===== src/hdl/srjb_pkg.sv =====
`timescale 1ns / 1ps
package srjb_pkg;

  typedef enum logic [1:0] {
    OP_ENQ   = 2'd0,
    OP_DEQ   = 2'd1,
    OP_FLUSH = 2'd2,
    OP_NONE  = 2'd3
  } op_e;

  typedef enum logic [2:0] {
    ST_INSERTED = 3'd0,
    ST_LATE     = 3'd1,
    ST_DUP      = 3'd2,
    ST_OVERFLOW = 3'd3,
    ST_DEQUEUED = 3'd4,
    ST_EMPTY    = 3'd5,
    ST_FLUSHED  = 3'd6
  } status_e;

  typedef enum logic [2:0] {
    FS_IDLE,
    FS_SCAN,
    FS_PLAN,
    FS_SHIFT,
    FS_WRITE,
    FS_DONE
  } fsm_e;

  localparam int unsigned CfgIdxBits = 1;
  localparam int unsigned CfgBits    = 5;
  localparam logic [CfgIdxBits-1:0] CFG_DEPTH_LIMIT = 1'd0;
  localparam logic [CfgIdxBits-1:0] CFG_PREROLL     = 1'd1;

  typedef struct packed {
    logic [1:0]  op;
    logic [15:0] seq;
    logic [15:0] payload_handle;
  } req_t;

  typedef struct packed {
    logic [2:0]  status;
    logic [15:0] out_seq;
    logic [15:0] out_handle;
    logic        evict_valid;
    logic [15:0] evict_seq;
    logic [15:0] evict_handle;
    logic [4:0]  queue_count;
    logic        preroll_met;
  } rsp_t;

endpackage


===== src/hdl/sequence_reorder_jitter_buffer.sv =====
`timescale 1ns / 1ps
// Sequence-ordered jitter buffer. Pulse start with a request while busy is
// low; exactly one result appears on rsp_o with done_o high for one cycle and
// cannot be stalled. Entries live in a single-port-read memory kept oldest at
// slot 0 (head pointer based ring). An enqueue scans from the newest entry down,
// one memory read per cycle, then shifts younger entries up one slot at a time,
// reading each entry and then writing it one slot higher. A dequeue passes
// through the scan and done states; a flush, a late drop and the unused opcode
// go straight to the done state. No clearing pass follows reset.
module sequence_reorder_jitter_buffer
  import srjb_pkg::*;
#(
  parameter int unsigned QUEUE_DEPTH = 16
) (
  input  logic                  clk_i,
  input  logic                  rst_ni,
  input  logic                  start,
  output logic                  busy,
  input  req_t                  req_i,
  input  logic                  cfg_we_i,
  input  logic [CfgIdxBits-1:0] cfg_idx_i,
  input  logic [CfgBits-1:0]    cfg_data_i,
  output logic                  done_o,
  output rsp_t                  rsp_o
);

  localparam int unsigned AW = $clog2(QUEUE_DEPTH);
  localparam int unsigned CW = $clog2(QUEUE_DEPTH + 1);

  // ring memory, logical slot k at head + k
  logic [31:0] mem_q [QUEUE_DEPTH];
  logic [31:0] rd_q;
  logic [AW-1:0] rd_addr, wr_addr;
  logic          wr_en;
  logic [31:0]   wr_data;

  fsm_e state_q, state_d;
  req_t req_q;
  logic [AW-1:0] head_q, head_d;
  logic [CW-1:0] fill_q, fill_d;
  logic [CW-1:0] pos_q, pos_d;     // insertion slot
  logic [CW-1:0] k_q, k_d;         // scan / shift cursor
  logic          rdp_q, rdp_d;     // read phase during shift
  logic [15:0]   last_q, last_d;
  logic          played_q, played_d;
  logic [4:0]    lim_q, prer_q;
  rsp_t          rsp_q, rsp_d;
  logic          done_q;

  logic [CW-1:0] lim_eff;
  logic [15:0]   diff;
  logic          lim_hit;

  always_comb begin
    if (lim_q == 5'd0) lim_eff = CW'(1);
    else if (32'(lim_q) > QUEUE_DEPTH) lim_eff = CW'(QUEUE_DEPTH);
    else lim_eff = CW'(lim_q);
  end

  assign diff    = req_q.seq - rd_q[31:16];
  assign lim_hit = fill_q >= lim_eff;

  function automatic logic [AW-1:0] slot(input logic [AW-1:0] h, input logic [CW-1:0] k);
    logic [CW:0] s;
    s = (CW+1)'(h) + (CW+1)'(k);
    if (s >= (CW+1)'(QUEUE_DEPTH)) s = s - (CW+1)'(QUEUE_DEPTH);
    return s[AW-1:0];
  endfunction

  always_ff @(posedge clk_i) begin
    if (wr_en) mem_q[wr_addr] <= wr_data;
    rd_q <= mem_q[rd_addr];
  end

  always_ff @(posedge clk_i or negedge rst_ni) begin
    if (!rst_ni) begin
      lim_q  <= 5'd16;
      prer_q <= 5'd3;
    end else if (cfg_we_i) begin
      if (cfg_idx_i == CFG_DEPTH_LIMIT) lim_q <= cfg_data_i;
      else lim_q <= lim_q;
      if (cfg_idx_i == CFG_PREROLL) prer_q <= cfg_data_i;
    end
  end

  always_ff @(posedge clk_i or negedge rst_ni) begin
    if (!rst_ni) begin
      state_q  <= FS_IDLE;
      head_q   <= '0;
      fill_q   <= '0;
      pos_q    <= '0;
      k_q      <= '0;
      rdp_q    <= 1'b0;
      last_q   <= '0;
      played_q <= 1'b0;
      done_q   <= 1'b0;
    end else begin
      state_q  <= state_d;
      head_q   <= head_d;
      fill_q   <= fill_d;
      pos_q    <= pos_d;
      k_q      <= k_d;
      rdp_q    <= rdp_d;
      last_q   <= last_d;
      played_q <= played_d;
      done_q   <= (state_q == FS_DONE);
    end
  end

  always_ff @(posedge clk_i) begin
    if (start && !busy) req_q <= req_i;
    rsp_q <= rsp_d;
  end

  // next state and datapath
  always_comb begin
    state_d  = state_q;
    head_d   = head_q;
    fill_d   = fill_q;
    pos_d    = pos_q;
    k_d      = k_q;
    rdp_d    = rdp_q;
    last_d   = last_q;
    played_d = played_q;
    rsp_d    = rsp_q;
    rd_addr  = slot(head_q, k_q);
    wr_en    = 1'b0;
    wr_addr  = slot(head_q, k_q);
    wr_data  = {req_q.seq, req_q.payload_handle};
    case (state_q)
      FS_IDLE: begin
        if (start) begin
          rsp_d = '0;
          rsp_d.status = ST_EMPTY;
          state_d = FS_SCAN;
          rd_addr = head_q;
          k_d = fill_q;
          pos_d = fill_q;
          // read newest entry for enqueue, oldest for dequeue
          if (req_i.op == OP_ENQ) begin
            rd_addr = slot(head_q, fill_q - CW'(1));
            if (played_q && (req_i.seq == last_q ||
                (req_i.seq - last_q) >= 16'h8000)) begin
              rsp_d.status = ST_LATE;
              state_d = FS_DONE;
            end
          end else if (req_i.op == OP_FLUSH) begin
            fill_d = '0;
            played_d = 1'b0;
            rsp_d.status = ST_FLUSHED;
            state_d = FS_DONE;
          end else if (req_i.op == OP_NONE) begin
            state_d = FS_DONE;
          end
        end
      end
      FS_SCAN: begin
        // rd_q holds slot k_q-1 (enqueue) or slot 0 (dequeue)
        if (req_q.op == OP_DEQ) begin
          if (fill_q != '0) begin
            rsp_d.status = ST_DEQUEUED;
            rsp_d.out_seq = rd_q[31:16];
            rsp_d.out_handle = rd_q[15:0];
            last_d = rd_q[31:16];
            played_d = 1'b1;
            head_d = slot(head_q, CW'(1));
            fill_d = fill_q - CW'(1);
          end
          state_d = FS_DONE;
        end else if (k_q == '0) begin
          state_d = FS_PLAN;
        end else if (diff == '0) begin
          rsp_d.status = ST_DUP;
          state_d = FS_DONE;
        end else if (!diff[15]) begin
          state_d = FS_PLAN;
        end else begin
          pos_d = k_q - CW'(1);
          k_d = k_q - CW'(1);
          rd_addr = slot(head_q, k_q - CW'(2));
        end
        if (state_d == FS_PLAN) rd_addr = head_q;
      end
      FS_PLAN: begin
        // rd_q holds the oldest entry
        state_d = FS_SHIFT;
        if (lim_hit) begin
          rsp_d.evict_valid = 1'b1;
          rsp_d.evict_seq = rd_q[31:16];
          rsp_d.evict_handle = rd_q[15:0];
          head_d = slot(head_q, CW'(1));
          fill_d = fill_q - CW'(1);
          if (pos_q == '0 || (fill_q - CW'(1)) >= lim_eff) begin
            rsp_d.status = ST_OVERFLOW;
            state_d = FS_DONE;
          end else begin
            pos_d = pos_q - CW'(1);
          end
        end
        k_d = lim_hit ? fill_q - CW'(1) : fill_q;
        rdp_d = 1'b1;
      end
      FS_SHIFT: begin
        // move slot k-1 to slot k, from the top down to pos
        if (k_q == pos_q) begin
          state_d = FS_WRITE;
        end else if (rdp_q) begin
          rd_addr = slot(head_q, k_q - CW'(1));
          rdp_d = 1'b0;
        end else begin
          wr_en = 1'b1;
          wr_addr = slot(head_q, k_q);
          wr_data = rd_q;
          k_d = k_q - CW'(1);
          rdp_d = 1'b1;
        end
      end
      FS_WRITE: begin
        wr_en = 1'b1;
        wr_addr = slot(head_q, pos_q);
        fill_d = fill_q + CW'(1);
        rsp_d.status = ST_INSERTED;
        state_d = FS_DONE;
      end
      FS_DONE: begin
        rsp_d.queue_count = 5'(fill_q);
        rsp_d.preroll_met = 5'(fill_q) >= prer_q;
        state_d = FS_IDLE;
      end
      default: state_d = FS_IDLE;
    endcase
  end

  // outputs
  always_comb begin
    busy   = (state_q != FS_IDLE);
    done_o = done_q;
    rsp_o  = rsp_q;
  end

  a_fill_bound: assert property (@(posedge clk_i) disable iff (!rst_ni)
    fill_q <= CW'(QUEUE_DEPTH)) else $error("fill exceeds depth");
  a_one_result: assert property (@(posedge clk_i) disable iff (!rst_ni)
    done_o |=> !done_o) else $error("result strobe held");
  a_pos_bound: assert property (@(posedge clk_i) disable iff (!rst_ni)
    state_q == FS_SHIFT |-> (pos_q <= k_q)) else $error("shift cursor below slot");
  a_evict_status: assert property (@(posedge clk_i) disable iff (!rst_ni)
    done_o && rsp_o.evict_valid |-> (rsp_o.status == ST_INSERTED ||
    rsp_o.status == ST_OVERFLOW)) else $error("eviction on non-enqueue");

endmodule


===== config.mk =====
export PLATFORM = sky130hd
export DESIGN_NAME = sequence_reorder_jitter_buffer
export DESIGN_NICKNAME = d
export VERILOG_FILES = /design/src/hdl/srjb_pkg.sv /design/src/hdl/sequence_reorder_jitter_buffer.sv
export SDC_FILE = /design/constraint.sdc
export NUM_CORES = 1
export LEC_CHECK = 0
export BUFFER_PORTS_ARGS = -buffer_cell sky130_fd_sc_hd__clkbuf_2
export CORE_AREA = 4 4 248 274
export CTS_CLUSTER_SIZE = 12
export DETAILED_ROUTE_END_ITERATION = 7
export DIE_AREA = 0 0 252 278
export SYNTH_ARGS = -nofsm -noshare
export SYNTH_HDL_FRONTEND = slang
export SYNTH_SLANG_ARGS = --single-unit

===== constraint.sdc =====
create_clock -name clk_i -period 6.04 [get_ports clk_i]
set_input_delay 0.604 -clock clk_i [delete_from_list [all_inputs] [get_ports clk_i]]
set_output_delay 0.604 -clock clk_i [all_outputs]
set_load 0.05 [all_outputs]

# Word-level counts from Yosys, hierarchy flattened
# Memory sizes are Yosys's and may differ from the RTL's. A register that Yosys moved wholly into a read port is not among the register bits.
# Cells that the tools add are included.
dict set report classes {
  add_sub_neg 19
  magnitude_cmp 11
  n_eq_ne 29
  muxes 87
  bitwise 1
  reduce_logical 35
}
# operator n
set op_table {}
lappend op_table {{$mux 32} 4}
lappend op_table {{$mux 5} 17}
lappend op_table {{$mux 4} 19}
lappend op_table {{$mux 74} 1}
lappend op_table {{$pmux 33 s2} 1}
lappend op_table {{$pmux 32 s2} 1}
lappend op_table {{$mux 3} 20}
lappend op_table {{$pmux 5 s4} 2}
lappend op_table {{$mux 35} 1}
lappend op_table {{$mux 33} 1}
lappend op_table {{$sub 16x16->16} 2}
lappend op_table {{$add 4x5->6} 5}
lappend op_table {{$ge 6x5->1 const B} 5}
lappend op_table {{$ne 2x2->1 const B} 15}
lappend op_table {{$sub 4x1->4 const B} 6}
lappend op_table {{$eq 16x16->1} 1}
lappend op_table {{$ge 16x16->1 const B} 1}
lappend op_table {{$logic_not 16->1} 1}
lappend op_table {{$reduce_and 8->1} 2}
lappend op_table {{$ge 5x5->1} 3}
lappend op_table {{$logic_not 5->1} 3}
lappend op_table {{$pmux 3 s5} 1}
lappend op_table {{$pmux 5 s3} 1}
lappend op_table {{$sub 5x1->5 const B} 3}
lappend op_table {{34 further kinds} 66}
dict set report word_totals {
  ff_bits 159
  ramBits 512
  in_bits 44
  output_inout_bits 76
  mem_count 1
}
# memory words word_bits read_ports rd_clocked_by_memory_dff write_ports line
set mem_list {}
lappend mem_list {mem_q 16 32 1 1 1 sequence_reorder_jitter_buffer.sv:31} ;# logic [31:0] mem_q [QUEUE_DEPTH];

# Depth between registers and ports, before layout
# Gate-level depths: netlist (run 1).
dict set report depth {
  ltp_word 10
  mapped_depth 18
  ltp_nobuf 16
}

# Worst setup path before layout (run 1)
# Ideal clock, no wire load.
dict set report synth_timing {
  kind {reg-to-reg}
  from {register fill_q[0]}
  to {register rsp_q (netlist bit rsp_o[10]), enable pin}
  setup_time_ns 0.464
  arrival_ns 3.948
  required_ns 5.576
  path_slack_ns 1.628
  stages_incl_launch_ff 12
  period_less_slack_ns 4.412
  path_cell_list {dfrtp_1 -> clkbuf_1 -> inv_1 -> ha_1 -> nand2b_1 -> a21oi_1 -> nor2b_1 -> o21ai_0 -> nand2b_1 -> a21o_1 -> o22ai_1 -> nor3_1}
}
dict set report synth_via {
  elab_chain_len 3
}
# element line
set synth_rtl {}
lappend synth_rtl {{from (decl)} sequence_reorder_jitter_buffer.sv:40} ;# logic [CW-1:0] fill_q, fill_d;
lappend synth_rtl {{from (signal assigned)} sequence_reorder_jitter_buffer.sv:100} ;# fill_q <= fill_d;
lappend synth_rtl {{$ge 5x5->1} sequence_reorder_jitter_buffer.sv:61} ;# assign lim_hit = fill_q >= lim_eff;
lappend synth_rtl {{$ne 2x2->1 (no line)} --}
lappend synth_rtl {{$reduce_and 3->1 (no line)} --}
lappend synth_rtl {{to (signal assigned)} sequence_reorder_jitter_buffer.sv:112} ;# rsp_q <= rsp_d;
lappend synth_rtl {{to (decl)} sequence_reorder_jitter_buffer.sv:47} ;# rsp_t rsp_q, rsp_d;
# No other way between the ends.
# A chain may end at the register's enable or synchronous reset.

# Worst setup path after layout (run 1)
dict set report layout_timing {
  from {register rd_q[28], read port of mem_q}
  to {register rd_q[23], read port of mem_q}
}
dict set report layout_via {
  elab_chain_len 9
}
# element line
set layout_rtl {}
lappend layout_rtl {{from (decl)} sequence_reorder_jitter_buffer.sv:32} ;# logic [31:0] rd_q;
lappend layout_rtl {{$sub 16x16->16 (*)} sequence_reorder_jitter_buffer.sv:60} ;# assign diff = req_q.seq - rd_q[31:16];
lappend layout_rtl {{$logic_not 16->1 / $mux 3 (equally long branches)} {sequence_reorder_jitter_buffer.sv:172, sequence_reorder_jitter_buffer.sv:175}}
lappend layout_rtl {{$mux 3} sequence_reorder_jitter_buffer.sv:172} ;# end else if (diff == '0) begin
lappend layout_rtl {{$mux 3} sequence_reorder_jitter_buffer.sv:170} ;# end else if (k_q == '0) begin
lappend layout_rtl {{$mux 3} sequence_reorder_jitter_buffer.sv:159} ;# if (req_q.op == OP_DEQ) begin
lappend layout_rtl {{$mux 3} sequence_reorder_jitter_buffer.sv:130} ;# case (state_q)
lappend layout_rtl {{$eq 3x2->1} sequence_reorder_jitter_buffer.sv:182} ;# if (state_d == FS_PLAN) rd_addr = head_q;
lappend layout_rtl {{$mux 4 (*)} sequence_reorder_jitter_buffer.sv:182}
lappend layout_rtl {{$pmux 4 s3 (*)} sequence_reorder_jitter_buffer.sv:130}
# Mark *: on every way between the ends. The rest lies on a longest branch, timed or not. The select of a mux whose other input is x is not followed.

==> results of run 1 <==
-- critical path, delay by kind of cell (launching register included) --
kind | cells | cell delay [ns]
buffers and inverters | 2 | 0.46
AND/OR/NAND/NOR | 3 | 0.47
adder cells (fa/ha/maj) | 1 | 0.53
AO/OA/AOI/OAI | 8 | 2.43
flip-flops | 1 | 0.43
multiplexers | 1 | 0.54
-- logic make-up after synthesis --
group	count (synthesis)	synth area share (%)
flip-flops	703	68.9
XOR/XNOR	38	1.12
buffers and inverters	160	2.30
adder cells (fa/ha/maj)	74	3.23
multiplexers	180	11.6
AO/OA/AOI/OAI	309	7.11
AND/OR/NAND/NOR	363	5.69
-- path summary, 6_finish.rpt --
path                                           to  cells past startpoint
min reg2reg                last_q[10]$_DFFE_PN0P_                      2
min in group clk_i             req_q[3]$_DFFE_PP_                      1
max reg2reg                      rd_q[23]$_DFF_P_                     15
min                        last_q[13]$_DFFE_PN0P_                      2
max                              rd_q[23]$_DFF_P_                     15
max in group asynchronous    lim_q[1]$_DFFE_PN0P_                      2
-- per-layer routing --
layer	wire length [um]	track usage [%]	vias to the layer above
met2	37800	36.5	535
met3	4100	3.40	114
met1	30900	28.3	8804
met5	12	0	-
li1	-	-	7475
met4	1800	6.44	2
-- through the flow --
step | area [um2] | hold WS [ns]
3_5_place_dp | 31700 | 0.471
2_1_floorplan | 29800 | 0.308
4_1_cts | 33900 | 0.150
3_3_place_gp | 31700 | 0.469
5_1_grt | 33900 | 0.157
6_report | 33900 | 0.139
-- registers in the layout, indices dropped and copies added, names as in the netlist, 16 cells and up --
register  count
mem_q       512
rsp_o        74
req_q        34
rd_q         32
last_q       16
-- layout make-up --
| type | instances | area (um2) | share of cell area, % |
|---|---|---|---|
| Antenna cell | 1 | 2.50 | 0.00737 |
| Clock buffer | 114 | 2070 | 6.11 |
| Clock inverter | 13 | 130 | 0.383 |
| Inverter | 70 | 263 | 0.774 |
| Multi-Input combinational cell | 964 | 8760 | 25.8 |
| Sequential cell | 703 | 20500 | 60.5 |
| Tap cell | 850 | 1060 | 3.13 |
| Timing Repair Buffer | 174 | 1110 | 3.27 |
-- placed cells by master, fill, tap and decap left out, drive strengths merged, types with 4 or more instances in the layout --
master   count
and2        24
clkbuf     233
xor2        13
a211oi       9
mux2i        7
o21ai       74
o22ai       10
buf         55
nor2b       15
a2111oi      4
nor4         6
dfxtp       32
xnor2       25
and3        21
edfxtp     620
a21oi       56
mux2        45
o21a        12
o211ai      11
a22oi       68
nand2      114
dfrtp       48
nand3       17
a31oi        9
nand2b      10
nand4        9
a21o        14
clkinv      10
inv         71
fa           5
mux4       128
nor3        20
nor2       110
ha          69
==> report_table.html, run 1 <==
<table>
<tr><th>Metric</th><th>Value</th></tr>
<tr><th colspan="2">Setup path</th></tr>
<tr><td>Critical path type</td><td>flip-flop to flip-flop</td></tr>
<tr><td>Nature of the critical path startpoint</td><td>flip-flop</td></tr>
<tr><td>Setup slack of the worst register-to-register path</td><td>~0.95 ns</td></tr>
<tr><td>Worst path cell trace</td><td>inv_1 -&gt; ha_1 -&gt; nor2b_1 -&gt; a2111oi_0 -&gt; o2111ai_1 -&gt; a211oi_2 -&gt; o2111a_1 -&gt; nand4_1 -&gt; o31ai_4 -&gt; a21oi_1 -&gt; o2bb2ai_4 -&gt; buf_12 -&gt; mux4_2 -&gt; a22oi_1 -&gt; nand2_1</td></tr>
<tr><td>Launching element of the worst setup path</td><td>rd_q[28]$_DFF_P_</td></tr>
<tr><td>Largest fanout on the critical path</td><td>33</td></tr>
<tr><td>Critical path data arrival time</td><td>5.51 ns</td></tr>
<tr><td>Max stage delay cell, worst path</td><td>sky130_fd_sc_hd__mux4_2</td></tr>
<tr><td>Endpoint type of the worst setup path</td><td>flip-flop</td></tr>
<tr><td>Slowest stage delay, CP</td><td>approximately 0.54 ns</td></tr>
<tr><td>Required time of the worst setup path</td><td>between 6 and 7 ns</td></tr>
<tr><td>Crit Reg-Reg Startpoint</td><td>rd_q[28]$_DFF_P_</td></tr>
<tr><th colspan="2">Clock network</th></tr>
<tr><td>Resized cells post-CTS</td><td>0</td></tr>
<tr><td>Total number of clock tree sinks</td><td>703</td></tr>
<tr><td>CTS tree</td><td>done</td></tr>
<tr><td>Clock insertion delay at the later pin of the skew report</td><td>0.59 ns</td></tr>
<tr><td>Max Buffers Root-to-Sink</td><td>3</td></tr>
<tr><td>Number of buffers created by CTS</td><td>73</td></tr>
<tr><td>Setup repair bufs after CTS</td><td>0</td></tr>
<tr><td>Depth of the CTS H-tree</td><td>3</td></tr>
<tr><td>Clock transition at the registers of the reported paths</td><td>0.06 ns</td></tr>
<tr><td>CTS Hold Bufs</td><td>0</td></tr>
<tr><td>Clk Tree Root Cell</td><td>sky130_fd_sc_hd__clkbuf_16</td></tr>
<tr><th colspan="2">Routing</th></tr>
<tr><td>Final wirelength</td><td>74.6 mm</td></tr>
<tr><td>Total number of vias</td><td>16900</td></tr>
<tr><td>Per-cell routed wire length</td><td>25.8 um</td></tr>
<tr><td>Via/cell ratio</td><td>5.86</td></tr>
<tr><td>First-pass detailed-route iteration total</td><td>5</td></tr>
<tr><td>Post-route antenna net violation count</td><td>0</td></tr>
<tr><td>DRC violation count after routing</td><td>0</td></tr>
<tr><td>Number of DRC markers after the initial detailed-route iteration</td><td>1550</td></tr>
<tr><th colspan="2">Logic synthesis</th></tr>
<tr><td>Most used standard cells in the synthesized netlist</td><td>sky130_fd_sc_hd__edfxtp_1, sky130_fd_sc_hd__mux4_2, sky130_fd_sc_hd__nand2_1</td></tr>
<tr><td>Fraction of synthesis flops using an asynchronous set or reset pin</td><td>7.25%</td></tr>
<tr><td>Count of flip-flops with a built-in enable after synthesis</td><td>between 600 and 700</td></tr>
<tr><td>Most used flip-flop cell after synthesis</td><td>sky130_fd_sc_hd__edfxtp_1</td></tr>
<tr><td>Top-area cell type share of the netlist area</td><td>between 60 and 70%</td></tr>
<tr><td>Largest cells by area after synthesis</td><td>sky130_fd_sc_hd__edfxtp_1, sky130_fd_sc_hd__mux4_2, sky130_fd_sc_hd__dfrtp_1</td></tr>
<tr><td>Mapped Cells</td><td>~1800</td></tr>
<tr><td>Seq cells post-synth</td><td>~700</td></tr>
<tr><td>Yosys synthesis warning count</td><td>0</td></tr>
<tr><td>Count of cell types in the netlist</td><td>83</td></tr>
<tr><td>Most numerous cell in the Yosys netlist</td><td>sky130_fd_sc_hd__edfxtp_1</td></tr>
<tr><td>Cell area after technology mapping</td><td>29800 um2</td></tr>
<tr><td>Mean instance size in the synthesized netlist</td><td>16.3 um2</td></tr>
<tr><td>Fraction of the yosys area taken by sequential cells</td><td>68.9%</td></tr>
<tr><td>Library cell with the largest summed area after synthesis</td><td>sky130_fd_sc_hd__edfxtp_1</td></tr>
<tr><td>Syn Nets</td><td>1945</td></tr>
<tr><th colspan="2">STA</th></tr>
<tr><td>Final Cycle Share</td><td>84.2%</td></tr>
<tr><td>Worst clock skew</td><td>0.0159 ns</td></tr>
<tr><td>Post-route minimum period</td><td>just over 5 ns</td></tr>
<tr><td>Headroom to the max-slew limit</td><td>16.1%</td></tr>
<tr><td>Fin. Hold Viols</td><td>0</td></tr>
<tr><td>Max Transition Viols Final</td><td>0</td></tr>
<tr><td>Final setup margin</td><td>0.952 ns</td></tr>
<tr><td>Unrepaired setup endpoints after global routing</td><td>false</td></tr>
<tr><td>Setup-failing EPs final</td><td>0</td></tr>
<tr><td>Setup TNS</td><td>0 ns</td></tr>
<tr><td>Worst-Margin Slew</td><td>1.24 ns</td></tr>
<tr><td>Max Freq</td><td>197 MHz</td></tr>
<tr><th colspan="2">Cells and area</th></tr>
<tr><td>Share of the core filled with cells in the final layout</td><td>between 50% and 60%</td></tr>
<tr><td>Fillers</td><td>approximately 5300</td></tr>
<tr><td>Post-route insts no fill</td><td>2889</td></tr>
<tr><td>Total number of nets in the final design</td><td>2104</td></tr>
<tr><td>Area growth from synthesis to final layout</td><td>13.9%</td></tr>
<tr><td>Share of post-route cells with drive strength above 1</td><td>23.8%</td></tr>
<tr><th colspan="2">Placed design</th></tr>
<tr><td>Minimum setup slack after placement</td><td>0.991 ns</td></tr>
<tr><td>DP Cell Count</td><td>2761</td></tr>
<tr><td>Hpwl dp</td><td>46.3 mm</td></tr>
<tr><td>Global placement routability congestion</td><td>0.878</td></tr>
<tr><td>Count of input and output buffers</td><td>119</td></tr>
<tr><th colspan="2">Hold path</th></tr>
<tr><td>Path category of the worst min-delay check</td><td>primary input to async pin</td></tr>
<tr><th colspan="2">Floorplanning</th></tr>
<tr><td>Num ports</td><td>120</td></tr>
<tr><td>Die ar.</td><td>between 70000 and 80000 um2</td></tr>
<tr><td>Chip Width</td><td>252 um</td></tr>
<tr><td>Std cell rows</td><td>between 90 and 100</td></tr>
<tr><td>Y dimension of the die</td><td>278 um</td></tr>
<tr><td>Core outline area</td><td>65000 um2</td></tr>
<tr><td>Initial cell density of the core</td><td>a little under half</td></tr>
<tr><th colspan="2">Flow run</th></tr>
<tr><td>Number of maximum-capacitance violations</td><td>0</td></tr>
<tr><th colspan="2">Global route</th></tr>
<tr><td>Overflow left after global routing</td><td>0</td></tr>
<tr><td>First-pass GRT wire length</td><td>112 mm</td></tr>
<tr><td>Antenna violations before repair</td><td>2</td></tr>
<tr><td>Largest net degree at the start of global routing</td><td>129</td></tr>
<tr><td>Total routing resource utilization after global routing</td><td>21.3%</td></tr>
<tr><td>Via count of the first global-routing pass</td><td>17600</td></tr>
<tr><th colspan="2">Outcome</th></tr>
<tr><td>Outcome</td><td>complete, no violations</td></tr>
</table>
Power of run 1 is left out: the tool's default activity adds up to more than one toggle a clock period on the data nets, which glitch-free logic cannot reach.
==> inputs of run 2 (changes only) <==
- clock period: 6.04 -> 4.3 ns (I/O delays scaled with it)
==> report_table.html, run 2 (synthesis results as in run 1) <==
<table>
<tr><th>Metric</th><th>Value</th></tr>
<tr><th colspan="2">Outcome</th></tr>
<tr><td>Outcome</td><td>complete, no violations</td></tr>
<tr><th colspan="2">Floorplanning</th></tr>
<tr><td>Die ar.</td><td>70100 um2 (unchanged)</td></tr>
<tr><td>Std cell rows</td><td>98 (unchanged)</td></tr>
<tr><td>Num ports</td><td>120 (unchanged)</td></tr>
<tr><td>Initial cell density of the core</td><td>45.8% (unchanged)</td></tr>
<tr><td>Y dimension of the die</td><td>278 um (unchanged)</td></tr>
<tr><td>Chip Width</td><td>252 um (unchanged)</td></tr>
<tr><td>Core outline area</td><td>65000 um2 (unchanged)</td></tr>
<tr><th colspan="2">Cells and area</th></tr>
<tr><td>Ant. Diodes</td><td>0 (-1)</td></tr>
<tr><td>Share of post-route cells with drive strength above 1</td><td>31.8% (+8.0 points)</td></tr>
<tr><td>Register with the most flip-flops</td><td>mem_q</td></tr>
<tr><td>Highest-count cells in the layout ignoring fill and taps</td><td>sky130_fd_sc_hd__edfxtp_1, sky130_fd_sc_hd__buf_4, sky130_fd_sc_hd__mux4_2, sky130_fd_sc_hd__clkbuf_2, sky130_fd_sc_hd__nand2_1</td></tr>
<tr><td>Share of the core filled with cells in the final layout</td><td>55.7% (+3.4 points)</td></tr>
<tr><td>Area growth from synthesis to final layout</td><td>21.4%</td></tr>
<tr><td>Total number of nets in the final design</td><td>2276 (+8.2%)</td></tr>
<tr><td>Most common cell after layout, fill and taps aside</td><td>sky130_fd_sc_hd__edfxtp_1</td></tr>
<tr><td>Fillers</td><td>5082 (-3.6%)</td></tr>
<tr><td>Flip-flop count of the largest register, all copies and words added</td><td>512 (unchanged)</td></tr>
<tr><th colspan="2">Flow run</th></tr>
<tr><td>Number of maximum-capacitance violations</td><td>0 (unchanged)</td></tr>
<tr><th colspan="2">Global route</th></tr>
<tr><td>Overflow left after global routing</td><td>0 (unchanged)</td></tr>
<tr><td>First-pass GRT wire length</td><td>116 mm (+3.7%)</td></tr>
<tr><td>Largest net degree at the start of global routing</td><td>35 (-73%)</td></tr>
<tr><td>Via count of the first global-routing pass</td><td>18100 (+2.8%)</td></tr>
<tr><td>Total routing resource utilization after global routing</td><td>22.1% (+0.76 points)</td></tr>
<tr><td>Antenna violations before repair</td><td>0 (-2)</td></tr>
<tr><th colspan="2">Routing</th></tr>
<tr><td>Post-route antenna net violation count</td><td>0 (unchanged)</td></tr>
<tr><td>Per-cell routed wire length</td><td>25.4 um (-1.8%)</td></tr>
<tr><td>Via/cell ratio</td><td>5.80 (-1.0%)</td></tr>
<tr><td>Number of DRC markers after the initial detailed-route iteration</td><td>1398 (-9.8%)</td></tr>
<tr><td>Final wirelength</td><td>77.9 mm (+4.4%)</td></tr>
<tr><td>Total number of vias</td><td>17800 (+5.2%)</td></tr>
<tr><td>First-pass detailed-route iteration total</td><td>5 (unchanged)</td></tr>
<tr><td>DRC violation count after routing</td><td>0 (unchanged)</td></tr>
<tr><th colspan="2">Clock network</th></tr>
<tr><td>Number of buffers created by CTS</td><td>74 (+1.4%)</td></tr>
<tr><td>Clock transition at the registers of the reported paths</td><td>0.06 ns (about the same)</td></tr>
<tr><td>Depth of the CTS H-tree</td><td>3 (unchanged)</td></tr>
<tr><td>Clock insertion delay at the later pin of the skew report</td><td>0.63 ns (+0.04 ns)</td></tr>
<tr><td>Clk Tree Root Cell</td><td>sky130_fd_sc_hd__clkbuf_16</td></tr>
<tr><td>Max Buffers Root-to-Sink</td><td>3 (unchanged)</td></tr>
<tr><td>Total number of clock tree sinks</td><td>703 (unchanged)</td></tr>
<tr><td>CTS tree</td><td>done</td></tr>
<tr><th colspan="2">STA</th></tr>
<tr><td>Setup TNS</td><td>0 ns (unchanged)</td></tr>
<tr><td>Post-route minimum period</td><td>4.28 ns (-0.812 ns)</td></tr>
<tr><td>Max Freq</td><td>234 MHz (+19%)</td></tr>
<tr><td>Fin. Hold Viols</td><td>0 (unchanged)</td></tr>
<tr><td>Final setup margin</td><td>0.0242 ns (-0.928 ns)</td></tr>
<tr><td>Worst clock skew</td><td>0.0308 ns (+0.0150 ns)</td></tr>
<tr><td>Worst-Margin Slew</td><td>1.15 ns (-0.0931 ns)</td></tr>
<tr><td>Final Cycle Share</td><td>99.4% (+15 points)</td></tr>
<tr><td>Setup-failing EPs final</td><td>0 (unchanged)</td></tr>
<tr><td>Headroom to the max-slew limit</td><td>23.2% (+7.1 points)</td></tr>
<tr><td>Unrepaired setup endpoints after global routing</td><td>true</td></tr>
<tr><td>Max Transition Viols Final</td><td>0 (unchanged)</td></tr>
<tr><th colspan="2">Placed design</th></tr>
<tr><td>Minimum setup slack after placement</td><td>-0.299 ns (-1.29 ns)</td></tr>
<tr><td>Count of input and output buffers</td><td>119 (unchanged)</td></tr>
<tr><td>Global placement routability congestion</td><td>0.895 (+1.9%)</td></tr>
<tr><td>Hpwl dp</td><td>50.0 mm (+8.1%)</td></tr>
<tr><th colspan="2">Setup path</th></tr>
<tr><td>Critical path type</td><td>flip-flop to flip-flop</td></tr>
<tr><td>Critical path data arrival time</td><td>4.78 ns (-0.73 ns)</td></tr>
<tr><td>Required time of the worst setup path</td><td>4.81 ns (-1.65 ns)</td></tr>
<tr><td>Nature of the critical path startpoint</td><td>flip-flop</td></tr>
<tr><td>Largest fanout on the critical path</td><td>10 (-70%)</td></tr>
<tr><td>Endpoint type of the worst setup path</td><td>flip-flop</td></tr>
<tr><th colspan="2">Hold path</th></tr>
<tr><td>Path category of the worst min-delay check</td><td>primary input to flip-flop</td></tr>
</table>
-- run 2: worst paths after layout --
path                                               end  cells past startpoint  slack, ns                start
worst max-delay path                   rd_q[7]$_DFF_P_                     17       0.02  req_q[20]$_DFFE_PP_
worst min-delay path               req_q[23]$_DFFE_PP_                      1       0.03            req_i[23]
worst max register to register         rd_q[7]$_DFF_P_                     17       0.02  req_q[20]$_DFFE_PP_
worst min register to register   last_q[3]$_DFFE_PN0P_                      2       0.49     rd_q[19]$_DFF_P_
max in group asynchronous        head_q[3]$_DFFE_PN0P_                      3       2.95               rst_ni
min in group asynchronous       last_q[12]$_DFFE_PN0P_                      2       0.41               rst_ni
-- run 2: final cells by class --
type / count / area, um2 / area share [%]
Inverter: 70 / 263 / 0.727
Tap cell: 850 / 1060 / 2.94
Sequential cell: 703 / 20500 / 56.8
Clock buffer: 114 / 2030 / 5.62
Clock inverter: 24 / 199 / 0.550
Timing Repair Buffer: 345 / 2880 / 7.95
Multi-Input combinational cell: 964 / 9190 / 25.4
-- run 2: per-stage QoR --
step | cell area [um2] | instances | hold WS, ns
6_report | 36200 | 3070 | 0.0307
5_1_grt | 36200 | 3070 | 0.0186
4_1_cts | 35800 | 3054 | 0.00142
3_5_place_dp | 32800 | 2876 | 0.472
3_3_place_gp | 32800 | 2876 | 0.490
2_1_floorplan | 29800 | 1827 | 0.134
-- run 2: critical path, cell delays in order, from the launching register on --
cell,delay (ns)
sky130_fd_sc_hd__edfxtp_1,0.46
sky130_fd_sc_hd__ha_4,0.36
sky130_fd_sc_hd__buf_4,0.13
sky130_fd_sc_hd__a21oi_4,0.07
sky130_fd_sc_hd__a211o_1,0.37
sky130_fd_sc_hd__a2111oi_4,0.30
sky130_fd_sc_hd__o2111a_1,0.23
sky130_fd_sc_hd__nand4_1,0.18
sky130_fd_sc_hd__o31ai_4,0.31
sky130_fd_sc_hd__buf_6,0.17
sky130_fd_sc_hd__a21oi_4,0.05
sky130_fd_sc_hd__o2bb2ai_4,0.14
sky130_fd_sc_hd__buf_12,0.14
sky130_fd_sc_hd__buf_12,0.19
sky130_fd_sc_hd__buf_12,0.15
sky130_fd_sc_hd__mux4_2,0.55
sky130_fd_sc_hd__a22oi_2,0.24
sky130_fd_sc_hd__nand2_1,0.08
-- run 2: repair_timing --
action | in CTS | in global routing
cloned | 3 | 4
endpoints found under the setup margin | 32 | 35
setup buffers | 14 | 14
hold endpoints to repair | 45 | 0
pin swaps | 32 | 23
resized for setup | 62 | 37
hold buffers | 23 | 0
-- run 2: metal layers --
metal	share of wire (%)	vias to the layer above	track usage [%]	wire length [um]
li1	-	7827	-	-
met1	41	9265	29.9	32000
met2	51	590	37.4	39600
met3	5.7	120	3.42	4460
met4	2.4	0	6.38	1830
met5	0	-	0	0
Power of run 2 is left out for the same reason.
